**config.mk**
```make
export PLATFORM = sky130hd
export DESIGN_NAME = mpbm_ctrl
export DESIGN_NICKNAME = d
export VERILOG_FILES = /design/src/rtl/mpbm_pkg.sv /design/src/rtl/mpbm_ctrl.sv
export SDC_FILE = /design/constraint.sdc
export NUM_CORES = 1
export LEC_CHECK = 0
export BUFFER_PORTS_ARGS = -buffer_cell sky130_fd_sc_hd__buf_2
export CORE_ASPECT_RATIO = 1.5
export CORE_MARGIN = 2
export CORE_UTILIZATION = 40
export DETAILED_ROUTE_END_ITERATION = 12
export PLACE_DENSITY = 0.62
export RECOVER_POWER = 100
export SYNTH_ARGS = -nofsm -noshare
export SYNTH_HDL_FRONTEND = slang
export SYNTH_SLANG_ARGS = --single-unit
```
**constraint.sdc**
```tcl
create_clock -name clock -period 2 [get_ports clock]
set_clock_uncertainty 0.05 [all_clocks]
set_input_delay 0.4 -clock clock [delete_from_list [all_inputs] [get_ports clock]]
set_output_delay 0.4 -clock clock [all_outputs]
set_load 0.01 [all_outputs]
```
**src/rtl/mpbm_pkg.sv**
```systemverilog
`default_nettype none
// ----------------------------------------------------------------------------
// mpbm_pkg: shared types for the multi-pattern byte matcher
// Command codes, status codes, micro-ops and the controller/datapath links.
// ----------------------------------------------------------------------------
package mpbm_pkg;

   typedef enum logic [2:0] {
      OP_CLEAR = 3'd0,
      OP_ADD   = 3'd1,
      OP_BUILD = 3'd2,
      OP_START = 3'd3,
      OP_SCAN  = 3'd4
   } op_type;

   typedef enum logic [1:0] {
      ST_OK   = 2'd0,
      ST_FULL = 2'd1,
      ST_BAD  = 2'd2
   } status_type;

   // datapath micro-ops, one per cycle
   typedef enum logic [4:0] {
      UOP_NONE,
      UOP_CAPTURE,
      UOP_CLR_REGS,
      UOP_CLR_SWEEP,
      UOP_ERR,
      UOP_ADD_RD,
      UOP_ADD_DEC,
      UOP_ADD_OUT,
      UOP_START,
      UOP_SCAN_RD,
      UOP_SCAN_STEP,
      UOP_SCAN_HIT,
      UOP_ROOT_INIT,
      UOP_ROOT_RD,
      UOP_ROOT_PUSH,
      UOP_Q_RD,
      UOP_Q_FAIL,
      UOP_Q_F,
      UOP_B_RD_S,
      UOP_B_RD_F,
      UOP_B_LINK,
      UOP_B_OUTC,
      UOP_B_OUTW,
      UOP_BUILD_DONE
   } uop_type;

   typedef struct packed {
      uop_type uop;
      logic    load_rsp;
   } ctl_cmd_type;

   typedef struct packed {
      logic [2:0] op;
      logic       add_bad;
      logic       scan_bad;
      logic       built;
      logic       goto_zero;
      logic       node_full;
      logic       last;
      logic       sweep_last;
      logic       b_last;
      logic       q_more;
      logic       c_zero;
   } dp_sts_type;

   typedef enum logic [4:0] {
      S_INIT,
      S_IDLE,
      S_DEC,
      S_SWEEP,
      S_ADD1,
      S_ADD2,
      S_SC1,
      S_SC2,
      S_R0,
      S_R1,
      S_Q0,
      S_Q1,
      S_Q2,
      S_B0,
      S_B1,
      S_B2,
      S_B3,
      S_B4,
      S_RESP
   } ctl_state_type;

endpackage
`default_nettype wire

```
**src/rtl/mpbm_ctrl.sv**
```systemverilog
`default_nettype none
// ----------------------------------------------------------------------------
// mpbm_ctrl: sequencer for the matcher
// Walks each command through its micro-ops and owns both handshakes.
// ----------------------------------------------------------------------------
module mpbm_ctrl
   import mpbm_pkg::*;
(
   input  wire logic        clock,
   input  wire logic        reset,
   input  wire logic        req_valid,
   output logic             req_stall,
   output logic             rsp_valid,
   input  wire logic        rsp_stall,
   output ctl_cmd_type      cmd,
   input  wire dp_sts_type  sts
);

   ctl_state_type state_ff, state_in;
   logic          rsp_valid_ff, rsp_valid_in;

   always_ff @(posedge clock) begin
      if (reset) begin
         state_ff     <= S_INIT;
         rsp_valid_ff <= 1'b0;
      end else begin
         state_ff     <= state_in;
         rsp_valid_ff <= rsp_valid_in;
      end
   end

   always_comb begin
      state_in     = state_ff;
      cmd.uop      = UOP_NONE;
      cmd.load_rsp = 1'b0;
      req_stall    = 1'b1;
      case (state_ff)
         S_INIT: begin
            cmd.uop = UOP_CLR_SWEEP;
            if (sts.sweep_last) state_in = S_IDLE;
         end
         S_IDLE: begin
            req_stall = 1'b0;
            if (req_valid) begin
               cmd.uop  = UOP_CAPTURE;
               state_in = S_DEC;
            end
         end
         S_DEC: begin
            case (sts.op)
               OP_CLEAR: begin
                  cmd.uop  = UOP_CLR_REGS;
                  state_in = S_SWEEP;
               end
               OP_ADD: begin
                  if (sts.add_bad) begin
                     cmd.uop  = UOP_ERR;
                     state_in = S_RESP;
                  end else begin
                     cmd.uop  = UOP_ADD_RD;
                     state_in = S_ADD1;
                  end
               end
               OP_BUILD: begin
                  if (sts.built) begin
                     cmd.uop  = UOP_ERR;
                     state_in = S_RESP;
                  end else begin
                     cmd.uop  = UOP_ROOT_INIT;
                     state_in = S_R0;
                  end
               end
               OP_START: begin
                  cmd.uop  = sts.built ? UOP_START : UOP_ERR;
                  state_in = S_RESP;
               end
               OP_SCAN: begin
                  if (sts.scan_bad) begin
                     cmd.uop  = UOP_ERR;
                     state_in = S_RESP;
                  end else begin
                     cmd.uop  = UOP_SCAN_RD;
                     state_in = S_SC1;
                  end
               end
               default: begin
                  cmd.uop  = UOP_ERR;
                  state_in = S_RESP;
               end
            endcase
         end
         S_SWEEP: begin
            cmd.uop = UOP_CLR_SWEEP;
            if (sts.sweep_last) state_in = S_RESP;
         end
         S_ADD1: begin
            cmd.uop = UOP_ADD_DEC;
            if (sts.last && !(sts.goto_zero && sts.node_full)) state_in = S_ADD2;
            else state_in = S_RESP;
         end
         S_ADD2: begin
            cmd.uop  = UOP_ADD_OUT;
            state_in = S_RESP;
         end
         S_SC1: begin
            cmd.uop  = UOP_SCAN_STEP;
            state_in = S_SC2;
         end
         S_SC2: begin
            cmd.uop  = UOP_SCAN_HIT;
            state_in = S_RESP;
         end
         S_R0: begin
            cmd.uop  = UOP_ROOT_RD;
            state_in = S_R1;
         end
         S_R1: begin
            cmd.uop  = UOP_ROOT_PUSH;
            state_in = sts.b_last ? S_Q0 : S_R0;
         end
         S_Q0: begin
            if (sts.q_more) begin
               cmd.uop  = UOP_Q_RD;
               state_in = S_Q1;
            end else begin
               cmd.uop  = UOP_BUILD_DONE;
               state_in = S_RESP;
            end
         end
         S_Q1: begin
            cmd.uop  = UOP_Q_FAIL;
            state_in = S_Q2;
         end
         S_Q2: begin
            cmd.uop  = UOP_Q_F;
            state_in = S_B0;
         end
         S_B0: begin
            cmd.uop  = UOP_B_RD_S;
            state_in = S_B1;
         end
         S_B1: begin
            cmd.uop  = UOP_B_RD_F;
            state_in = S_B2;
         end
         S_B2: begin
            cmd.uop = UOP_B_LINK;
            if (!sts.c_zero) state_in = S_B3;
            else state_in = sts.b_last ? S_Q0 : S_B0;
         end
         S_B3: begin
            cmd.uop  = UOP_B_OUTC;
            state_in = S_B4;
         end
         S_B4: begin
            cmd.uop  = UOP_B_OUTW;
            state_in = sts.b_last ? S_Q0 : S_B0;
         end
         S_RESP: begin
            if (!rsp_valid_ff || !rsp_stall) begin
               cmd.load_rsp = 1'b1;
               state_in     = S_IDLE;
            end
         end
         default: state_in = S_IDLE;
      endcase
   end

   assign rsp_valid_in = cmd.load_rsp | (rsp_valid_ff & rsp_stall);
   assign rsp_valid    = rsp_valid_ff;

   a_accept_decodes: assert property (@(posedge clock) disable iff (reset)
      (state_ff == S_IDLE && req_valid) |=> (state_ff == S_DEC))
      else $error("accepted beat not decoded");

   a_rsp_held: assert property (@(posedge clock) disable iff (reset)
      (rsp_valid_ff && rsp_stall) |=> rsp_valid_ff)
      else $error("stalled result dropped");

   a_rsp_from_resp: assert property (@(posedge clock) disable iff (reset)
      $rose(rsp_valid_ff) |-> ($past(state_ff) == S_RESP))
      else $error("result raised outside response state");

endmodule
`default_nettype wire

```
==> flow_summary.json <==
{
  "dp_hpwl_mm": 2.26,
  "synthMuxAreaShare": 0.0118,
  "start_util": 0.422,
  "synth-xor-area-share": 0.0276,
  "r2r-end": "state_ff[1]",
  "ios": 25,
  "r2r_cells": 7,
  "drc": 0,
  "hold_end": "state_ff[1]",
  "clk_path_buf_depth": 2,
  "path_clk_slew_ns": 0.05,
  "leakagePower_nw": 0.509,
  "worstPathArrival_ns": 1.52,
  "cp-start-kind": "register",
  "syn_to_final_growth_pct": 31.8,
  "synth-edff-count": 0,
  "die_y_um": 63.8,
  "ys_ff_latch": 6,
  "antenna_found_initial": 0,
  "cts-buffers-inserted": 3,
  "yosys.area_share.simple": 0.390,
  "tightest_slew_ns": 0.316,
  "cts_max_level": 1,
  "ant_nets": 0,
  "grt_pass1_vias": 1128,
  "slew_headroom": 0.787,
  "grt_max_degree": 22,
  "ys.flop_type": "dfxtp_1",
  "nets": 193,
  "fin_cells": 197,
  "powerDensity_nw_per_um2": 977,
  "critical_path.max_fanout": 7,
  "synth_area_um2": 953,
  "place_inst": 192,
  "rrSetupSlack_ns": 0.30,
  "core_area_um2": 2260,
  "cap_viol_max_count": 0,
  "worst_ir_drop_vdd_v": 0.000445,
  "fin_area_um2": 1260,
  "synth.distinct_cells": 46,
  "ys_seq_area_frac": 0.126,
  "cts_tree": "built",
  "clock-sinks": 6,
  "worst_slack_ns": 0.0323,
  "setup_viol": 0,
  "fmax_mhz": 508,
  "firstDrtPassIters": 4,
  "avgViaCountPerCell": 6.09,
  "synth_compound_area_frac": 0.346,
  "drt-initial-drc-count": 38,
  "r2r-start": "state_ff[2]",
  "hold_class": "in -> reg",
  "insertion_delay_ns": 0.25,
  "rsz0062_at_grt": "yes",
  "pre_cts_ws_ns": 0.112,
  "hp-start": "reset",
  "cp.required_ns": 1.55,
  "synthCells": 145,
  "synth_top_family_by_area": "simple AND/OR/NAND/NOR gates",
  "cts-root-buf": "clkbuf_4",
  "overflow": 0,
  "outcome": "finished clean",
  "globalRouteTotalUtil": 0.226,
  "grt_pass1_wl_mm": 4.98,
  "syn_nets": 162,
  "finalHoldViolations": 0,
  "post_dp_cell_area_um2": 1140,
  "wl_per_cell_um": 15.3,
  "ys_async_sr_fraction": 0,
  "chipWidth_um": 43.9,
  "avgSynthCellArea_um2": 6.58,
  "dieArea_um2": 2800,
  "io_buffers": 24,
  "hold_buffers": 0,
  "diodes": 0,
  "globalplace.congestion": 0.905,
  "ys_warn_count": 0,
  "fin_crit_ns": 1.97,
  "drt-total-wl_mm": 3.01,
  "routed-via-count": 1200,
  "end_kind": "primary output",
  "report.final.slew_viol_count": 0,
  "drive_above_1_share": 0.368,
  "rows": 21,
  "yosys.area_share.adder": 0,
  "hold_depth": 2,
  "worstSetupPathType": "reg -> out",
  "fin_crit_sh": 0.984
}
==> metrics by stage <==
stage          utilization   TNS, ns  total power, mW  hold slack, ns
6_report             0.556         0             1.23           0.347
5_1_grt              0.556   -0.0290             1.34           0.353
4_1_cts              0.532  -0.00340             1.16           0.350
3_5_place_dp         0.507         0             1.01           0.440
2_1_floorplan            -         0            0.741           0.419
3_3_place_gp         0.507         0             1.01           0.425
==> cell usage after synthesis (2+ instances only) <==
master | number | area (um2)
a32oi_1 | 2 | 17.5
and3_1 | 2 | 12.5
nor2b_1 | 8 | 50.1
clkbuf_1 | 3 | 11.3
and2_1 | 2 | 12.5
a21boi_0 | 2 | 15.0
o21ai_0 | 10 | 50.1
nor3_1 | 5 | 25.0
a21oi_1 | 18 | 90.1
o21bai_1 | 5 | 37.5
or3_1 | 3 | 18.8
dfxtp_1 | 6 | 120
or3b_2 | 2 | 17.5
inv_1 | 5 | 18.8
nand2_1 | 9 | 33.8
o21ai_1 | 2 | 10.0
nand3_1 | 5 | 25.0
nand2b_1 | 5 | 31.3
nor2_2 | 2 | 12.5
nor3b_1 | 3 | 22.5
buf_2 | 9 | 45.0
o22ai_1 | 3 | 18.8
nor2_1 | 9 | 33.8
xnor2_1 | 2 | 17.5
a31oi_1 | 2 | 12.5
==> kinds of logic (layout without fill, tap and decap cells) <==
group	count (synthesis)	count (layout)
flops	6	6
simple gates	63	63
buf+inv	19	48
xor+xnor	3	3
compound gates	53	53
mux	1	1
==> how the worst max path moves through the flow <==
| stage | start | endpoint | slack, ns | depth (start not counted) |
|---|---|---|---|---|
| 2_1_floorplan | sts[10] | cmd[4] | 0.23 | 5 |
| 4_1_cts | state_ff[3] | cmd[1] | -0.003 | 5 |
| 5_1_grt | state_ff[2] | cmd[2] | -0.01 | 6 |
| 3_5_place_dp | state_ff[2] | cmd[1] | 0.11 | 5 |
| 6_report | state_ff[2] | cmd[3] | 0.03 | 7 |
| 3_3_place_gp | state_ff[2] | cmd[1] | 0.10 | 5 |
==> timing repair <==
| item | in CTS | in global routing |
|---|---|---|
| setup endpoints to repair | 5 | 5 |
| buffers inserted | 0 | 2 |
| resized for setup | 10 | 12 |
| pin swaps | 1 | 2 |
| gates cloned | 0 | 0 |
==> cell usage in the layout, fill, tap and decap left out, drive strengths merged, types with 2 or more instances in the layout <==
master,Yosys,layout
a21boi,2,2
a21oi,18,18
a31oi,2,2
a32oi,2,2
and2,2,2
and3,2,2
buf,11,39
clkbuf,3,4
dfxtp,6,6
inv,5,5
nand2,9,9
nand2b,5,5
nand3,5,5
nor2,11,11
nor2b,8,8
nor3,5,5
nor3b,4,4
o21ai,12,12
o21bai,5,5
o22ai,3,3
or3,3,3
or3b,3,3
xnor2,2,2
==> routing by layer <==
layer	global-route usage	wire [um]	up-vias
met5	0	0	-
met4	0.117	95	0
met3	0.0113	179	10
met2	0.368	1600	56
met1	0.290	1130	548
li1	-	-	586
==> power breakdown <==
group	total (mW)	switching, mW	leakage (nW)	internal (mW)
Combinational	0.920	0.471	0.444	0.449
Sequential	0.193	0.0448	0.0516	0.148
Clock	0.114	0.0460	0.0138	0.0680
==> layout make-up <==
cell class | instances | area [um2]
fillers | 216 | 1000
multi-input cells | 120 | 792
repair buffers | 40 | 263
flip-flops and latches | 6 | 131
well taps | 23 | 28.8
clock buffers | 3 | 22.5
inverters | 5 | 18.8
==> worst max-delay path, cell delays in order (launching register included) <==
cell and delay (ns):
dfxtp_4 0.38, buf_4 0.14, xnor2_1 0.13, nor2_1 0.05
a21oi_1 0.17, a2bb2oi_2 0.17, o31ai_2 0.08, buf_2 0.14
==> sequential cells by signal, indices dropped and copies added (netlist names) <==
register and flops:
rsp_valid 1, state_ff 5
No activity file was read; power rests on OpenSTA's default activity.
